[src/hw/rtl/smpq_pkg.sv]
`timescale 1ns / 1ps
// ----------------------------------------------------------------------------
// smpq_pkg: shared definitions for the sorted min-priority queue
// Holds the queue capacity, derived widths, request kind codes, the
// controller state type and the command bundle to the datapath.
// ----------------------------------------------------------------------------
package smpq_pkg;

    localparam int CAPACITY = 16;
    localparam int OCC_W    = $clog2(CAPACITY + 1);
    localparam int DATA_W   = 32;
    localparam int COUNT_W  = 5;

    localparam logic KIND_PUSH = 1'b0;
    localparam logic KIND_POP  = 1'b1;

    typedef enum logic {
        ST_IDLE,
        ST_APPLY
    } t_state;

    typedef struct packed {
        logic load_req;
        logic apply;
    } t_dp_cmd;

endpackage

[src/hw/rtl/smpq_ctrl.sv]
`timescale 1ns / 1ps
// ----------------------------------------------------------------------------
// smpq_ctrl: request sequencer for the sorted min-priority queue
// Takes one request at a time, lets the datapath apply it once the output
// register is free, and keeps the output valid flag.
// ----------------------------------------------------------------------------
module smpq_ctrl
    import smpq_pkg::*;
(
    input  logic    i_clk,
    input  logic    i_rst_n,
    input  logic    i_in_valid,
    output logic    o_in_stall,
    input  logic    i_out_stall,
    output logic    o_out_valid,
    output t_dp_cmd o_cmd
);

    t_state r_state;
    t_state n_state;
    logic   r_out_valid;
    logic   n_out_valid;
    logic   out_free;

    assign out_free    = !r_out_valid || !i_out_stall;
    assign o_out_valid = r_out_valid;

    always_ff @(posedge i_clk) begin
        if (!i_rst_n) begin
            r_state     <= ST_IDLE;
            r_out_valid <= 1'b0;
        end else begin
            r_state     <= n_state;
            r_out_valid <= n_out_valid;
        end
    end

    always_comb begin
        n_state        = r_state;
        n_out_valid    = r_out_valid && i_out_stall;
        o_in_stall     = 1'b1;
        o_cmd.load_req = 1'b0;
        o_cmd.apply    = 1'b0;
        unique case (r_state)
            ST_IDLE: begin
                o_in_stall = 1'b0;
                if (i_in_valid) begin
                    o_cmd.load_req = 1'b1;
                    n_state        = ST_APPLY;
                end
            end
            ST_APPLY: begin
                if (out_free) begin
                    o_cmd.apply = 1'b1;
                    n_out_valid = 1'b1;
                    n_state     = ST_IDLE;
                end
            end
            default: begin
                n_state = ST_IDLE;
            end
        endcase
    end

endmodule

[src/hw/rtl/smpq_datapath.sv]
`timescale 1ns / 1ps
// ----------------------------------------------------------------------------
// smpq_datapath: sorted storage cells and result register
// A row of compare-and-shift cells holds the entries in ascending order;
// a push inserts in one step and a pop shifts the row down by one.
// ----------------------------------------------------------------------------
module smpq_datapath
    import smpq_pkg::*;
(
    input  logic                     i_clk,
    input  logic                     i_rst_n,
    input  t_dp_cmd                  i_cmd,
    input  logic                     i_in_kind,
    input  logic signed [DATA_W-1:0] i_in_value,
    output logic signed [DATA_W-1:0] o_out_head_value,
    output logic                     o_out_is_empty,
    output logic [COUNT_W-1:0]       o_out_entry_count,
    output logic                     o_out_push_dropped
);

    logic                     r_req_kind;
    logic signed [DATA_W-1:0] r_req_value;
    logic signed [DATA_W-1:0] r_entry [CAPACITY];
    logic signed [DATA_W-1:0] n_entry [CAPACITY];
    logic [OCC_W-1:0]         r_occ;
    logic [OCC_W-1:0]         n_occ;
    logic                     stay    [CAPACITY];
    logic                     full;
    logic                     n_dropped;
    logic [OCC_W+COUNT_W-1:0] occ_ext;

    logic signed [DATA_W-1:0] r_head;
    logic                     r_empty;
    logic [COUNT_W-1:0]       r_count;
    logic                     r_dropped;

    assign full = (r_occ == OCC_W'(CAPACITY));

    for (genvar g = 0; g < CAPACITY; g++) begin : g_cell
        assign stay[g] = (OCC_W'(g) < r_occ) && (r_entry[g] < r_req_value);

        always_comb begin
            n_entry[g] = r_entry[g];
            if (r_req_kind == KIND_POP) begin
                if (g < CAPACITY - 1) begin
                    n_entry[g] = r_entry[(g + 1) % CAPACITY];
                end
            end else if (!full && !stay[g]) begin
                if (g == 0) begin
                    n_entry[g] = r_req_value;
                end else if (stay[(g + CAPACITY - 1) % CAPACITY]) begin
                    n_entry[g] = r_req_value;
                end else begin
                    n_entry[g] = r_entry[(g + CAPACITY - 1) % CAPACITY];
                end
            end
        end

        always_ff @(posedge i_clk) begin
            if (i_cmd.apply) begin
                r_entry[g] <= n_entry[g];
            end
        end
    end

    always_comb begin
        n_occ     = r_occ;
        n_dropped = 1'b0;
        if (r_req_kind == KIND_POP) begin
            if (r_occ != '0) begin
                n_occ = r_occ - OCC_W'(1);
            end
        end else if (full) begin
            n_dropped = 1'b1;
        end else begin
            n_occ = r_occ + OCC_W'(1);
        end
    end

    assign occ_ext = {{COUNT_W{1'b0}}, n_occ};

    always_ff @(posedge i_clk) begin
        if (!i_rst_n) begin
            r_occ <= '0;
        end else if (i_cmd.apply) begin
            r_occ <= n_occ;
        end
    end

    always_ff @(posedge i_clk) begin
        if (i_cmd.load_req) begin
            r_req_kind  <= i_in_kind;
            r_req_value <= i_in_value;
        end
        if (i_cmd.apply) begin
            r_head    <= (n_occ == '0) ? '0 : n_entry[0];
            r_empty   <= (n_occ == '0);
            r_count   <= occ_ext[COUNT_W-1:0];
            r_dropped <= n_dropped;
        end
    end

    assign o_out_head_value   = r_head;
    assign o_out_is_empty     = r_empty;
    assign o_out_entry_count  = r_count;
    assign o_out_push_dropped = r_dropped;

endmodule

[src/hw/rtl/sorted_min_priority_queue_core.sv]
`timescale 1ns / 1ps
// ----------------------------------------------------------------------------
// sorted_min_priority_queue_core: min-priority queue of signed 32-bit values
// Keeps up to CAPACITY values in ascending order and reports the smallest.
// ----------------------------------------------------------------------------
// Usage:
// The input channel carries one request: a kind (push or pop) and a value.
// Each request yields exactly one result on the output channel: the smallest
// stored value (zero when empty), an empty flag, the entry count modulo 32
// and a flag for a push that found the queue full and was discarded.
// A pop from an empty queue changes nothing and reports the empty queue.
// With the output register free, the result is valid once the request has
// passed the request register and been applied into the result register.
// The controller accepts a request while idle and applies it to the row of
// sorting cells in its apply state, and takes no new request before that.
// A finished result waits in the output register while the next request is
// accepted; that request is applied only once the output register is free,
// so a stalled receiver holds off the input after one further request.
// Reset empties the queue, returns the controller to idle and clears the
// output valid flag; stored values are not cleared, as only occupied cells
// are ever read.
// ----------------------------------------------------------------------------
module sorted_min_priority_queue_core
    import smpq_pkg::*;
(
    input  logic                     i_clk,
    input  logic                     i_rst_n,
    input  logic                     i_in_valid,
    output logic                     o_in_stall,
    input  logic                     i_in_kind,
    input  logic signed [DATA_W-1:0] i_in_value,
    output logic                     o_out_valid,
    input  logic                     i_out_stall,
    output logic signed [DATA_W-1:0] o_out_head_value,
    output logic                     o_out_is_empty,
    output logic [COUNT_W-1:0]       o_out_entry_count,
    output logic                     o_out_push_dropped
);

    t_dp_cmd cmd;

    smpq_ctrl u_ctrl (
        .i_clk       (i_clk),
        .i_rst_n     (i_rst_n),
        .i_in_valid  (i_in_valid),
        .o_in_stall  (o_in_stall),
        .i_out_stall (i_out_stall),
        .o_out_valid (o_out_valid),
        .o_cmd       (cmd)
    );

    smpq_datapath u_datapath (
        .i_clk              (i_clk),
        .i_rst_n            (i_rst_n),
        .i_cmd              (cmd),
        .i_in_kind          (i_in_kind),
        .i_in_value         (i_in_value),
        .o_out_head_value   (o_out_head_value),
        .o_out_is_empty     (o_out_is_empty),
        .o_out_entry_count  (o_out_entry_count),
        .o_out_push_dropped (o_out_push_dropped)
    );

    a_apply_needs_free_slot: assert property (
        @(posedge i_clk) disable iff (!i_rst_n)
        cmd.apply |-> (!o_out_valid || !i_out_stall)
    ) else $error("request applied while a result was still held");

    a_apply_gives_result: assert property (
        @(posedge i_clk) disable iff (!i_rst_n)
        cmd.apply |=> o_out_valid
    ) else $error("applied request produced no result");

    a_accept_loads_request: assert property (
        @(posedge i_clk) disable iff (!i_rst_n)
        (i_in_valid && !o_in_stall) |-> cmd.load_req
    ) else $error("accepted request was not captured");

    a_drop_only_when_stored: assert property (
        @(posedge i_clk) disable iff (!i_rst_n)
        (o_out_valid && o_out_push_dropped) |-> !o_out_is_empty
    ) else $error("dropped push reported with an empty queue");

endmodule

[config.mk]
export PLATFORM = sky130hd
export DESIGN_NAME = sorted_min_priority_queue_core
export DESIGN_NICKNAME = d
export VERILOG_FILES = /design/src/hw/rtl/smpq_pkg.sv /design/src/hw/rtl/smpq_ctrl.sv /design/src/hw/rtl/smpq_datapath.sv /design/src/hw/rtl/sorted_min_priority_queue_core.sv
export SDC_FILE = /design/constraint.sdc
export NUM_CORES = 2
export LEC_CHECK = 0
export BUFFER_PORTS_ARGS = -buffer_cell sky130_fd_sc_hd__buf_4
export CAP_MARGIN = 0
export CORE_ASPECT_RATIO = 1.4
export CORE_MARGIN = 2
export CORE_UTILIZATION = 30
export CTS_CLUSTER_DIAMETER = 60
export DETAILED_ROUTE_END_ITERATION = 10
export PLACE_DENSITY = 0.48
export REMOVE_ABC_BUFFERS = 1
export SLEW_MARGIN = 40
export SYNTH_ARGS = -nofsm -noshare
export SYNTH_HDL_FRONTEND = slang
export SYNTH_SLANG_ARGS = --single-unit
[constraint.sdc]
create_clock -name i_clk -period 6.1 [get_ports i_clk]
set_clock_uncertainty 0.1 [all_clocks]
set_input_delay 1.22 -clock i_clk [delete_from_list [all_inputs] [get_ports i_clk]]
set_output_delay 1.22 -clock i_clk [all_outputs]
set_load 0.01 [all_outputs]
==> results.ini <==
[outcome]
status=complete, no violations

[detailed_routing]
wl_per_cell_um=22.8
num_vias=29913
first_pass_iters=7
drtAntennaViolNets=0
drtIter0Drc=2017
vias_per_cell=5.30
routed_wl_mm=129
route.detailed.drc=0

[cells_and_area]
final_cell_mix=edfxtp_1, ha_1, nand2_1, mux2i_1, o21ai_0
design_area_um2=45900
stdcell_count=5641
layout_commonest_cell=edfxtp_1
nets=4348
area_delta_synth_final_pct=14.0
drive_gt1_share_pct=11.1

[clocking]
cts_sinks=591
hold_buffers=0
tritoncts=built
clockBufferDepth=3
cts_resized=0
numCtsBuffers=75
h-tree-depth=3
clk_pin_slew_worst_paths_ns=0.06
post_cts_buffers=0
clock_latency_ns=0.68
root_buffer=clkbuf_16

[pwr]
power.leakage_nw=19.2
p_per_area_nw_per_um2=267
ir_worst_vdd_uv=169
finalPower_w=0.0122

[die]
ios=78
die_y_um=437
initial_core_util_pct=30.1
row_count=159
fp.coreArea_um2=134000
die-area_um2=137000
die_w_um=314

[global_route]
grt_pass1_wl_mm=194
grt_pass1_vias=31083
grt.overflow.total=0
grt_use_total_pct=18.4
grt_max_degree=205
grt_antenna_before_repair=1

[yosys]
ys.flop_type=edfxtp_1
synthDistinctLibCells=80
synth_area_um2=40300
synth_edf_count=584
syn_avg_cell_area_um2=10.7
async_flop_share_pct=0
synth-seq-cells=591
yosys_warnings=0
syn_inst=3749
ys_seq_area_share_pct=43.9

[setup_path]
crit_required_ns=6.40
worst_path_largest_cell_delay_ns=0.88
crit_chain=inv_1 -> buf_4 -> ha_1 -> nand4_1 -> nor4_1 -> nor4b_1 -> a21oi_1 -> mux2i_4 -> buf_4 -> mux2i_1 -> a21oi_1
crit_fanout=32
worst_path_max_delay_cell=edfxtp_1
worstSetupPathType=flop to flop
end_kind=flop
crit_family=simple AND/OR/NAND/NOR gates
cp.arrival_ns=5.47
crit_buf_inv=3
critPathLaunchType=flop

[place]
place_hpwl_mm=95.7
placed_area_um2=43400
gp_congestion=0.826
placed_cells=5504
port_buffers=77

[timing]
slew_violations=0
tns_ns=0
finalSetupViolations=0
worst_pin_slew_ns=0.837
fmax_mhz=194
period_needed_ns=5.16
rsz0062_at_grt=false
period_share_pct=84.7
hold_viol=0
timing.hold.ws_ns=0.438
relSlewSlack_pct=42.8

[flow_run]
maxCapViolCount=0

[min_path]
hp-class=flop to flop

## metrics by stage
stage	utilization, %	setup WS, ns
2_1_floorplan	-	-22.62
3_3_place_gp	32.3	1.03
3_5_place_dp	32.5	1.02
4_1_cts	34.3	1.00
5_1_grt	34.3	0.834
6_report	34.3	0.935
## routing by layer
metal | vias to the layer above | part of all wire (%) | global-route usage, %
li1 | 14451 | - | -
met1 | 14764 | 39 | 20.4
met2 | 494 | 55 | 35.8
met3 | 204 | 2.7 | 1.88
met4 | 0 | 3.1 | 6.41
met5 | - | 0 | 0
## flip-flops by register name, summed over array words and instances (netlist names)
signal,flops
u_ctrl.o_out_valid,1
u_ctrl.r_state,1
u_datapath.o_out_entry_count,5
u_datapath.o_out_head_value,32
u_datapath.o_out_is_empty,1
u_datapath.o_out_push_dropped,1
u_datapath.r_entry,512
u_datapath.r_occ,5
u_datapath.r_req_kind,1
u_datapath.r_req_value,32
## report_power, final
part | switching [W] | internal (W) | total [W] | leakage (nW)
logic | 0.00150 | 0.000981 | 0.00248 | 12.6
registers | 0.000311 | 0.00492 | 0.00523 | 5.52
clock network | 0.00198 | 0.00255 | 0.00453 | 1.16
## kinds of logic (layout without fill, tap and decap cells)
group           count (synthesis)  after routing  synth area share (%)
buf+inv                       299            419                  3.38
other cells                     0              1                     0
mux                           457            457                  11.8
flops                         591            591                  43.9
fa+ha+maj                     499            499                  15.5
xor+xnor                        1              1                0.0218
simple gates                  861            861                  9.33
compound gates               1041           1041                  16.1
## cell type report
type | instances | area (um^2)
fill | 13577 | 87800
timing repair buffer | 207 | 1780
clock inverter | 45 | 482
clock buffer | 89 | 1930
tap | 1771 | 2220
inverter | 78 | 302
multi-input combinational | 2859 | 21500
sequential | 591 | 17700
antenna | 1 | 2.50
## worst reg2reg max path, cell delays in order (launching register included)
cell and delay [ns]:
edfxtp_1 0.88, inv_1 0.47, buf_4 0.32, ha_1 0.33
nand4_1 0.14, nor4_1 0.52, nor4b_1 0.67, a21oi_1 0.27
mux2i_4 0.25, buf_4 0.53, mux2i_1 0.33, a21oi_1 0.09
## worst paths after layout
path / start / to / slack, ns / depth (start not counted)
worst max register to register: u_datapath.r_req_value[19] / u_datapath.r_entry[1][33] / 0.94 / 11
worst min register to register: u_ctrl.o_out_valid / u_ctrl.o_out_valid / 0.44 / 2
worst max-delay path: u_datapath.r_req_value[19] / u_datapath.r_entry[1][33] / 0.94 / 11
worst min-delay path: u_ctrl.o_out_valid / u_ctrl.o_out_valid / 0.44 / 2
## synth_stat cells, drive strengths merged, types with 56 or more instances
library cell / n / area (um^2)
mux2i: 422 / 4240
a21o: 77 / 578
a211oi: 56 / 596
ha: 499 / 6240
inv: 77 / 289
edfxtp: 584 / 17500
o21ai: 417 / 2090
nor2: 193 / 727
clkbuf: 158 / 593
a21oi: 291 / 1480
buf: 63 / 474
nand4: 58 / 369
nand2: 450 / 1690
(Power assumes the default switching activity.)
